**config.mk**
```make
export PLATFORM = sky130hd
export DESIGN_NAME = unsigned_divide_by_constant
export DESIGN_NICKNAME = d
export VERILOG_FILES = /design/src/rtl/udc_pkg.sv /design/src/rtl/udc_derive.sv /design/src/rtl/udc_datapath.sv /design/src/rtl/unsigned_divide_by_constant.sv
export SDC_FILE = /design/constraint.sdc
export NUM_CORES = 1
export LEC_CHECK = 0
export ABC_AREA = 0
export BUFFER_PORTS_ARGS = -buffer_cell sky130_fd_sc_hd__clkbuf_2
export CORE_AREA = 2 2 122 124
export CTS_BUF_LIST = sky130_fd_sc_hd__clkbuf_16
export CTS_CLUSTER_DIAMETER = 30
export DETAILED_ROUTE_END_ITERATION = 6
export DIE_AREA = 0 0 124 126
export GPL_TIMING_DRIVEN = 0
export PLACE_DENSITY = 0.85
export SETUP_SLACK_MARGIN = 0.15
export SLEW_MARGIN = 25
export SYNTH_ARGS = -nofsm -noshare
export SYNTH_HDL_FRONTEND = slang
export SYNTH_HIERARCHICAL = 1
export SYNTH_SLANG_ARGS = --single-unit
```
**constraint.sdc**
```tcl
create_clock -name clk -period 9.01 [get_ports clk]
set_input_delay 0.4505 -clock clk [delete_from_list [all_inputs] [get_ports clk]]
set_output_delay 0.4505 -clock clk [all_outputs]
set_load 0.05 [all_outputs]
```
**src/rtl/udc_pkg.sv**
```systemverilog
package udc_pkg;

	localparam int WIDTH = 8;
	localparam int SW    = $clog2(WIDTH);

	typedef enum logic [2:0] {
		METH_IDENT   = 3'd0,
		METH_SHIFT   = 3'd1,
		METH_CMP     = 3'd2,
		METH_RUP     = 3'd3,
		METH_PRE_RUP = 3'd4,
		METH_RDOWN   = 3'd5
	} method_t;

	// derived constants handed from the setup sequencer to the datapath
	typedef struct packed {
		logic             busy;
		method_t          method;
		logic [WIDTH-1:0] divisor;
		logic [WIDTH-1:0] mult;
		logic [SW-1:0]    pre;
		logic [SW-1:0]    post;
	} derived_t;

endpackage

```
**src/rtl/udc_derive.sv**
```systemverilog
module udc_derive (
	input  logic                       clk,
	input  logic                       arst_n,
	input  logic                       divisor_we,
	input  logic [udc_pkg::WIDTH-1:0]  divisor,
	output udc_pkg::derived_t          cfg
);
	import udc_pkg::*;

	typedef enum logic [2:0] {
		ST_IDLE,
		ST_CLASS,
		ST_DIV,
		ST_CHECK,
		ST_PRE,
		ST_TRIM
	} state_t;

	state_t              state_q;
	method_t             method_q;
	logic [WIDTH-1:0]    div_q;
	logic [WIDTH-1:0]    mult_q;
	logic [WIDTH-1:0]    rem_q;
	logic [WIDTH-1:0]    quo_q;
	logic [WIDTH-1:0]    dd_q;
	logic [SW-1:0]       l_q;
	logic [SW-1:0]       cnt_q;
	logic [SW-1:0]       pre_q;
	logic signed [SW:0]  post_q;

	logic [SW-1:0]       l_div;
	logic [WIDTH-1:0]    r2;
	logic [WIDTH-1:0]    m_up;
	logic [2*WIDTH-1:0]  chk_full;
	logic [WIDTH-1:0]    chk_prod;
	logic [WIDTH:0]      half_sum;

	function automatic logic [SW-1:0] log2_floor(input logic [WIDTH-1:0] v);
		logic [SW-1:0] r;
		r = '0;
		for (int i = 0; i < WIDTH; i++) begin
			if (v[i]) begin
				r = SW'(i);
			end
		end
		return r;
	endfunction

	always_comb begin
		l_div    = log2_floor(div_q);
		r2       = rem_q << 1;
		m_up     = quo_q + WIDTH'(1);
		chk_full = (2*WIDTH)'(m_up) * (2*WIDTH)'(div_q);
		chk_prod = chk_full[WIDTH-1:0];
		half_sum = {1'b0, mult_q} + (WIDTH+1)'(1);
	end

	always_ff @(posedge clk or negedge arst_n) begin
		if (!arst_n) begin
			state_q  <= ST_IDLE;
			method_q <= METH_IDENT;
			div_q    <= WIDTH'(1);
			mult_q   <= '0;
			pre_q    <= '0;
			post_q   <= '0;
			rem_q    <= '0;
			quo_q    <= '0;
			dd_q     <= '0;
			l_q      <= '0;
			cnt_q    <= '0;
		end else if (divisor_we && (divisor != '0)) begin
			// a fresh write restarts the derivation
			div_q   <= divisor;
			state_q <= ST_CLASS;
		end else begin
			case (state_q)
				ST_IDLE: begin
				end
				ST_CLASS: begin
					mult_q <= '0;
					pre_q  <= '0;
					post_q <= '0;
					if (div_q == WIDTH'(1)) begin
						method_q <= METH_IDENT;
						state_q  <= ST_IDLE;
					end else if ((div_q & (div_q - WIDTH'(1))) == '0) begin
						method_q <= METH_SHIFT;
						post_q   <= $signed({1'b0, l_div});
						state_q  <= ST_IDLE;
					end else if (div_q[WIDTH-1]) begin
						method_q <= METH_CMP;
						state_q  <= ST_IDLE;
					end else begin
						l_q     <= l_div;
						rem_q   <= WIDTH'(1) << l_div;
						quo_q   <= '0;
						cnt_q   <= SW'(WIDTH - 1);
						state_q <= ST_DIV;
					end
				end
				ST_DIV: begin
					// one quotient bit of 2^(WIDTH+l) / d per cycle
					if (r2 >= div_q) begin
						rem_q <= r2 - div_q;
						quo_q <= {quo_q[WIDTH-2:0], 1'b1};
					end else begin
						rem_q <= r2;
						quo_q <= {quo_q[WIDTH-2:0], 1'b0};
					end
					if (cnt_q == '0) begin
						state_q <= ST_CHECK;
					end else begin
						cnt_q <= cnt_q - SW'(1);
					end
				end
				ST_CHECK: begin
					if (chk_prod <= (WIDTH'(1) << l_q)) begin
						method_q <= METH_RUP;
						mult_q   <= m_up;
						post_q   <= $signed({1'b0, l_q});
						state_q  <= ST_TRIM;
					end else if (!div_q[0]) begin
						method_q <= METH_PRE_RUP;
						mult_q   <= m_up;
						pre_q    <= SW'(1);
						post_q   <= $signed({1'b0, l_q}) - (SW+1)'(1);
						dd_q     <= div_q >> 1;
						state_q  <= ST_PRE;
					end else begin
						method_q <= METH_RDOWN;
						mult_q   <= quo_q;
						post_q   <= $signed({1'b0, l_q});
						state_q  <= ST_TRIM;
					end
				end
				ST_PRE: begin
					// move factors of two from the divisor into the pre-shift
					if (!dd_q[0] && (post_q > 0)) begin
						dd_q   <= dd_q >> 1;
						pre_q  <= pre_q + SW'(1);
						post_q <= post_q - (SW+1)'(2);
						mult_q <= half_sum[WIDTH:1];
					end else begin
						state_q <= ST_TRIM;
					end
				end
				ST_TRIM: begin
					// drop trailing zeros of the multiplier against the post-shift
					if (!mult_q[0] && (post_q > 0)) begin
						mult_q <= mult_q >> 1;
						post_q <= post_q - (SW+1)'(1);
					end else begin
						if (post_q < 0) begin
							mult_q <= mult_q << 1;
							post_q <= post_q + (SW+1)'(1);
						end
						state_q <= ST_IDLE;
					end
				end
				default: begin
					state_q <= ST_IDLE;
				end
			endcase
		end
	end

	always_comb begin
		cfg.busy    = (state_q != ST_IDLE);
		cfg.method  = method_q;
		cfg.divisor = div_q;
		cfg.mult    = mult_q;
		cfg.pre     = pre_q;
		cfg.post    = post_q[SW-1:0];
	end

endmodule

```
**src/rtl/udc_datapath.sv**
```systemverilog
module udc_datapath (
	input  logic                       clk,
	input  logic                       arst_n,
	input  udc_pkg::derived_t          cfg,
	input  logic                       in_valid,
	output logic                       in_stall,
	input  logic [udc_pkg::WIDTH-1:0]  dividend,
	output logic                       out_valid,
	input  logic                       out_stall,
	output logic [udc_pkg::WIDTH-1:0]  quotient,
	output logic [2:0]                 method
);
	import udc_pkg::*;

	logic               valid_s1;
	logic [WIDTH-1:0]   dividend_s1;
	logic               valid_s2;
	logic [WIDTH-1:0]   quotient_s2;
	method_t            method_s2;

	logic               adv;
	logic               accept;
	logic [WIDTH-1:0]   n_pre;
	logic [WIDTH-1:0]   n_inc;
	logic [WIDTH-1:0]   operand;
	logic [2*WIDTH-1:0] prod;
	logic [WIDTH-1:0]   mq;
	logic [WIDTH-1:0]   q_next;

	assign adv      = !valid_s2 || !out_stall;
	assign in_stall = cfg.busy || (valid_s1 && !adv);
	assign accept   = in_valid && !in_stall;

	always_comb begin
		n_pre = dividend_s1 >> cfg.pre;
		n_inc = (&dividend_s1) ? dividend_s1 : dividend_s1 + WIDTH'(1);
		case (cfg.method)
			METH_RUP:     operand = dividend_s1;
			METH_PRE_RUP: operand = n_pre;
			default:      operand = n_inc;
		endcase
		prod = (2*WIDTH)'(operand) * (2*WIDTH)'(cfg.mult);
		mq   = prod[2*WIDTH-1:WIDTH] >> cfg.post;
		case (cfg.method)
			METH_IDENT: q_next = dividend_s1;
			METH_SHIFT: q_next = dividend_s1 >> cfg.post;
			METH_CMP:   q_next = {{(WIDTH-1){1'b0}}, (dividend_s1 >= cfg.divisor)};
			default:    q_next = mq;
		endcase
	end

	always_ff @(posedge clk or negedge arst_n) begin
		if (!arst_n) begin
			valid_s1 <= 1'b0;
			valid_s2 <= 1'b0;
		end else begin
			if (accept) begin
				valid_s1 <= 1'b1;
			end else if (adv) begin
				valid_s1 <= 1'b0;
			end
			if (adv) begin
				valid_s2 <= valid_s1;
			end
		end
	end

	always_ff @(posedge clk) begin
		if (accept) begin
			dividend_s1 <= dividend;
		end
		if (adv && valid_s1) begin
			quotient_s2 <= q_next;
			method_s2   <= cfg.method;
		end
	end

	assign out_valid = valid_s2;
	assign quotient  = quotient_s2;
	assign method    = method_s2;

endmodule

```
**src/rtl/unsigned_divide_by_constant.sv**
```systemverilog
// unsigned divide by a constant divisor held in a register
// dividend beats pass the input, then the result register; throughput: one
// beat per cycle, set by the single multiply-high stage, unless a held result or the
// setup stalls the input; a divisor write stalls it while the sequencer
// classifies it (identity, shift, compare) or divides and trims the magic
// reset (arst_n low, asynchronous): divisor 1, identity method, pipeline empty
module unsigned_divide_by_constant (
	input  logic                       clk,
	input  logic                       arst_n,
	// divisor register, zero writes are dropped
	input  logic                       divisor_we,
	input  logic [udc_pkg::WIDTH-1:0]  divisor,
	// dividend beats
	input  logic                       in_valid,
	output logic                       in_stall,
	input  logic [udc_pkg::WIDTH-1:0]  dividend,
	// quotient beats
	output logic                       out_valid,
	input  logic                       out_stall,
	output logic [udc_pkg::WIDTH-1:0]  quotient,
	output logic [2:0]                 method
);
	import udc_pkg::*;

	// magic constants, shift amounts and the busy flag of the setup sequencer
	derived_t cfg;

	// setup sequencer: classifies the divisor, then runs a bit-serial divide
	// for 2^(WIDTH+l)/d and walks the pre-shift and trailing-zero reductions
	udc_derive u_derive (
		.clk        (clk),
		.arst_n     (arst_n),
		.divisor_we (divisor_we),
		.divisor    (divisor),
		.cfg        (cfg)
	);

	// input register, then pre-shift, saturating increment or neither,
	// multiply-high and post-shift into the result register; a held result
	// only blocks the input once the input register is also full
	udc_datapath u_datapath (
		.clk       (clk),
		.arst_n    (arst_n),
		.cfg       (cfg),
		.in_valid  (in_valid),
		.in_stall  (in_stall),
		.dividend  (dividend),
		.out_valid (out_valid),
		.out_stall (out_stall),
		.quotient  (quotient),
		.method    (method)
	);

endmodule

```
Yosys cells after proc, flatten, opt, wreduce, memory -nomap -nowiden
Index checks and enable logic that the tools add are counted.
{"block": "totals", "inputBits": 21, "output_inout_bits": 13, "regBits": 79}
{"block": "op_classes", "multipliers": 2, "eq_ne": 23, "n_shift": 5, "n_bitwise": 5, "n_lt_le_gt_ge": 5, "n_addsub": 11, "mux": 64, "reduce_logical": 35}
{"op": "two-way mux 8 bit", "count": 12}
{"op": "two-way mux 3 bit", "count": 25}
{"op": "case mux 8 bit (2 select lines)", "count": 3}
{"op": "case mux 8 bit (4 select lines)", "count": 1}
{"op": "two-way mux 7 bit", "count": 4}
{"op": "two-way mux 4 bit", "count": 6}
{"op": "case mux 8 bit (3 select lines)", "count": 1}
{"op": "right shift 8 x 3 -> 8 bit", "count": 3}
{"op": "AND reduction 5 bit", "count": 4}
{"op": "case mux 3 bit (6 select lines)", "count": 1}
{"op": "adder 8 x 1 -> 8 bit, second input constant", "count": 2}
{"op": "greater-or-equal comparator 8 bit", "count": 2}
{"op": "multiplier 8 x 8 -> 16 bit", "count": 1}
{"op": "case mux 4 bit (4 select lines)", "count": 1}
{"op": "case mux 7 bit (2 select lines)", "count": 1}
{"op": "== test 3 x 2 -> 1 bit, second input constant", "count": 4}
{"op": "!= test 2 bit, second input constant", "count": 6}
{"op": "case mux 3 bit (2 select lines)", "count": 2}
{"op": "adder 8 x 1 -> 9 bit, second input constant", "count": 1}
{"op": "== test 3 bit, second input constant", "count": 3}
{"op": "zero test 3 bit", "count": 3}
{"op": "case mux 3 bit (3 select lines)", "count": 1}
{"op": "bitwise AND 8 bit", "count": 1}
{"op": "== test 8 x 1 -> 1 bit, second input constant", "count": 1}
{"op": "34 further kinds", "count": 61}

Logic depth before layout (Yosys ltp)
{"block": "depth", "word_depth": 12, "mapped_depth": 28, "depth_no_buf": 27}

Hierarchy
Netlist, hierarchy kept.
{"module": "udc_derive", "seq_area_each_um2": 1427.6, "instances": 1, "area_each_um2": 5165.0, "cells_per_inst": 615}
{"module": "udc_datapath", "seq_area_each_um2": 620.6, "instances": 1, "area_each_um2": 4037.6, "cells_per_inst": 478}

Least setup slack after synthesis
Ideal clock, no wire load.
{"block": "synth_path", "path_kind": "reg-to-reg", "from": "register u_datapath.dividend_s1[0]", "to": "register u_datapath.quotient_s2[2], in the netlist u_datapath/quotient[2], data pin", "t_arrival_ns": 6.317, "path_slack_ns": 2.432, "setup_time_ns": 0.261, "path_buffers": 0, "required_ns": 8.749, "stages_incl_launch_ff": 24, "path_cell_list": "edfxtp_1 ha_1 nand3_1 nor2_1 o21ai_0 nand2_1 a21oi_1 nor2_1 fa_1 inv_1 fa_1 inv_1 fa_1 inv_1 fa_1 inv_1 ha_1 a2111oi_0 nor3_1 a221o_1 nor4b_1 a211o_1 mux2_4 a221o_1"}
{"block": "synth_via", "elab_chain_len": 6, "elab_cells_between_ends": 9, "cone_classes": "add/sub (1); mul (1); shift (3); mux (3); reduce/logical (1)"}
{"item": "start: declaration", "line_no": "udc_datapath.sv:16", "source": "logic [WIDTH-1:0] dividend_s1;"}
{"item": "start signal: assignment", "line_no": "udc_datapath.sv:70", "source": "dividend_s1 <= dividend;"}
{"item": "adder 8 x 1 -> 8 bit / AND reduction 8 bit (equally long branches)", "line_no": "udc_datapath.sv:36", "source": "n_inc = (&dividend_s1) ? dividend_s1 : dividend_s1 + WIDTH'(1);"}
{"item": "two-way mux 8 bit", "line_no": "udc_datapath.sv:36"}
{"item": "case mux 8 bit (2 select lines)", "line_no": "udc_datapath.sv:37", "source": "case (cfg.method)"}
{"item": "multiplier 8 x 8 -> 16 bit", "line_no": "udc_datapath.sv:42", "source": "prod = (2*WIDTH)'(operand) * (2*WIDTH)'(cfg.mult);"}
{"item": "right shift 8 x 3 -> 8 bit", "line_no": "udc_datapath.sv:43", "source": "mq = prod[2*WIDTH-1:WIDTH] >> cfg.post;"}
{"item": "case mux 8 bit (3 select lines) (*)", "line_no": "udc_datapath.sv:44", "source": "case (cfg.method)"}
{"item": "net u_datapath.q_next[2]", "line_no": "udc_datapath.sv:28", "source": "logic [WIDTH-1:0] q_next;"}
{"item": "end signal: assignment", "line_no": "udc_datapath.sv:73", "source": "quotient_s2 <= q_next;"}
{"item": "end: declaration", "line_no": "udc_datapath.sv:18", "source": "logic [WIDTH-1:0] quotient_s2;"}
The timed path passes the listed nets; every way through them passes the cells marked *.
A chain may end at the register's enable or synchronous reset.

Worst setup path in the final report
{"block": "layout_path", "from": "register u_datapath.dividend_s1[1]", "to": "register u_datapath.quotient_s2[2], in the netlist u_datapath/quotient[2], data pin"}
The elaborated chain is that of the path after synthesis.

==> results.toml <==
[outcome]
outcome = "complete, no violations"

[clock_tree]
cts_max_level = 3
clkSinkCount = 78
cts_tree = "done"
clockBufferDepth = 2
clk-insertion-delay-late_ps = 350
ctsHoldBuffers = 0
cts_buffers = 9
cts_root_buf = "clkbuf_16"
post_cts_buffers = 0
path_clk_slew_ps = 70
cts_resized = 0

[sta]
max_slew_margin = 0.4530
fmax_mhz = 129.6
rsz0062_at_grt = "no"
period_share = 0.8564
worst-slew-pin-transition_ps = 820.5
finClkSkew_ps = 6.195
layout_setup_ws_ps = 1294
timing.final.hold_violations = 0
setup-tns-final_ps = 0
drv_slew = 0
finalSetupViolCount = 0
layout_min_cycle_time_ps = 7716

[synth]
synth_top_area_frac = 0.1577
synth_fa_ha_area_frac = 0.2299
synthSimpleGateAreaFrac = 0.1976
synth_nets = 1252
synth_cell_types = 91
ys_ff_latch = 78
synthArstFlopShare = 0.7564
syn_avg_cell_area_um2 = 8.420
synth.largest_area_cell = "dfrtp_1"
synth_top_family_by_area = "adder cells"
syn_area_mm2 = 0.009203
synth_compound_area_frac = 0.1970
syn_inst = 1093
synthMuxAreaShare = 0.03698
synth_xor_area_frac = 0.03902
yosysWarnings = 6
ys_top_cells_by_area = "dfrtp_1, ha_1, fa_1, edfxtp_1, inv_1"
synth_ff_type = "dfrtp_1"
ys_seq_area_frac = 0.2226
synth_edf_count = 19

[global_routing]
grt.overflow.total = 0
grt_pass1_vias = 8229
grt_max_degree = 33
grt_pass1_wl_um = 39440
antenna_found_initial = 0
grt_use_total = 0.3190

[setup_path]
reg2reg_depth = 21
cp-start-kind = "register"
path_common_cell = "fa_1"
timing.rr.start = "u_datapath/dividend_s1[1]"
rrSetupSlack_ps = 1290
timing.rr.end = "u_datapath/quotient[2]"
critPathKind = "register to register"
crit_chain = "ha_1 -> nand3_1 -> nor2_1 -> o311ai_1 -> clkbuf_1 -> nand2_1 -> fa_1 -> fa_1 -> inv_1 -> fa_1 -> inv_1 -> fa_1 -> inv_1 -> ha_1 -> a2111oi_0 -> nor3_1 -> a221o_1 -> nor4b_1 -> a211o_1 -> mux2_4 -> a221o_1"
critPathTopFamily = "adder cells"
cp.required_ps = 9100
critPathBufInv = 4
crit_arrival_ps = 7810
path_max_fanout = 10
critPathSlowestCell = "o311ai_1"
critPathMaxStageDelay_ps = 610
timing.critical_path.to_type = "register"

[detailed_routing]
drtPass1Iterations = 6
drt-total-wl_um = 24100
vias = 8484
avgRoutedWirePerCell_um = 18.16
drc = 0
post_drt_via_cell_ratio = 6.393
ant_nets = 0
drt_iter0_drc = 987

[cells_and_area]
layout_commonest_cell = "inv_1"
nNetsFinal = 1297
num_antenna_cells = 0
drive_above_1_share = 0.09186
syn_to_final_growth_pct = 7.791
final_cells = 1327
layout_common_cells = "inv_1, nor2_1, nand2_1, ha_1, a21oi_1"
fill_cells = 1154
post-route-util = 0.6930

[place]
pre_cts_ws_ps = 1443
dpl.cell_count = 1311
gp_congestion = 0.9562
dp_hpwl_um = 18640
port_buffers = 33

[floorplanning]
rows = 44
num_io_pins = 34
die_area_mm2 = 0.01562
die_w_um = 124
dieHeight_um = 126
start_util = 0.6429
fp.coreArea_mm2 = 0.01431

[power_and_ir_drop]
pwr-share-comb = 0.559
pwr_density_cell_mw_per_mm2 = 205.4
p_leak_nw = 4.459
power_frac_seq = 0.267
power.switching_w = 0.0009670
p_int_w = 0.001071
max-vdd-ir-drop_v = 0.0002022
pwr-share-clk = 0.174
switching_share = 0.4746

[flow_run]
maxCapViolCount = 0

[worst_hold_path]
min_path_type = "input port to asynchronous set/reset pin"
cells in the mapped netlist, drive strengths merged, types with 16 or more instances:
cell    instances
a21o           21
a21oi          63
a31oi          17
and2           29
buf            24
clkbuf         34
dfrtp          58
edfxtp         19
fa             49
ha             89
inv           104
mux2i          16
nand2          90
nand3          32
nor2           91
nor2b          24
nor3           37
o21ai          74
xnor2          33
flip-flops by register name, indices dropped and copies added, names as in the netlist, 4 cells and up:
register                cells
u_datapath/dividend_s1      8
u_datapath/quotient         8
u_derive/dd_q               7
u_derive/div_q              8
u_derive/mult_q             8
u_derive/post_q             4
u_derive/quo_q              8
u_derive/rem_q              7
per-stage QoR:
step	area [um^2]	total power, W	hold WS (ps)
global placement	9598	0.001623	459.6
detailed placement	9620	0.001652	431.3
global route	9920	0.002184	82.13
CTS	9911	0.002014	64.20
finish	9920	0.002038	57.91
floorplan	9203	0.001376	154.9
cells by family after synthesis:
group	Yosys count
AOI/OAI and AO/OA	274
xor gates and xnor gates	41
adders and majority gates	140
buffers and inverters	163
DFF	78
muxes	29
and+or+nand+nor	368
power by group through the flow:
stage          Clock, W  Sequential [W]  Combinational [W]
6_report       0.000355        0.000544            0.00114
5_1_grt        0.000374        0.000553            0.00126
4_1_cts        0.000360        0.000540            0.00111
3_5_place_dp          0        0.000545            0.00111
3_3_place_gp          0        0.000540            0.00108
2_1_floorplan         0        0.000554           0.000822
area by class of cell:
type,instances,area (um^2),area share
clock inverters,7,65.06,0.006559
clock buffers,9,225.2,0.02270
multi-input cells,852,6455,0.6507
well taps,184,230.2,0.02321
flip-flops and latches,78,2048,0.2065
repair buffers,34,187.7,0.01892
plain buffers,58,314.1,0.03166
inverters,105,394.1,0.03973
worst max-delay path by stage:
stage                     depth (start not counted)                endpoint                 startpoint  slack (ps)
after floorplan                                  23  u_datapath/quotient[2]  u_datapath/dividend_s1[0]        2430
after global placement                           21  u_datapath/quotient[2]  u_datapath/dividend_s1[1]        1500
after detailed placement                         21  u_datapath/quotient[2]  u_datapath/dividend_s1[1]        1440
after CTS                                        21  u_datapath/quotient[2]  u_datapath/dividend_s1[1]        1440
after global routing                             21  u_datapath/quotient[2]  u_datapath/dividend_s1[1]         990
final                                            21  u_datapath/quotient[2]  u_datapath/dividend_s1[1]        1290
per-layer routing:
metal	GRT usage	wire [um]	vias up
met4	0.1368	963	0
met2	0.5288	11550	421
met5	0	0	-
met1	0.4111	9768	4046
li1	-	-	3942
met3	0.05208	1812	75
worst register-to-register path, cell delays in order (launching register included):
cell       delay [ps]
edfxtp_1          580
ha_1              300
nand3_1           260
nor2_1            140
o311ai_1          610
clkbuf_1          500
nand2_1           160
fa_1              540
fa_1              550
inv_1              60
fa_1              520
inv_1              50
fa_1              520
inv_1              40
ha_1              340
a2111oi_0         580
nor3_1            160
a221o_1           430
nor4b_1           160
a211o_1           340
mux2_4            290
a221o_1           330
Note: power is estimated with default switching activity, not from simulation.
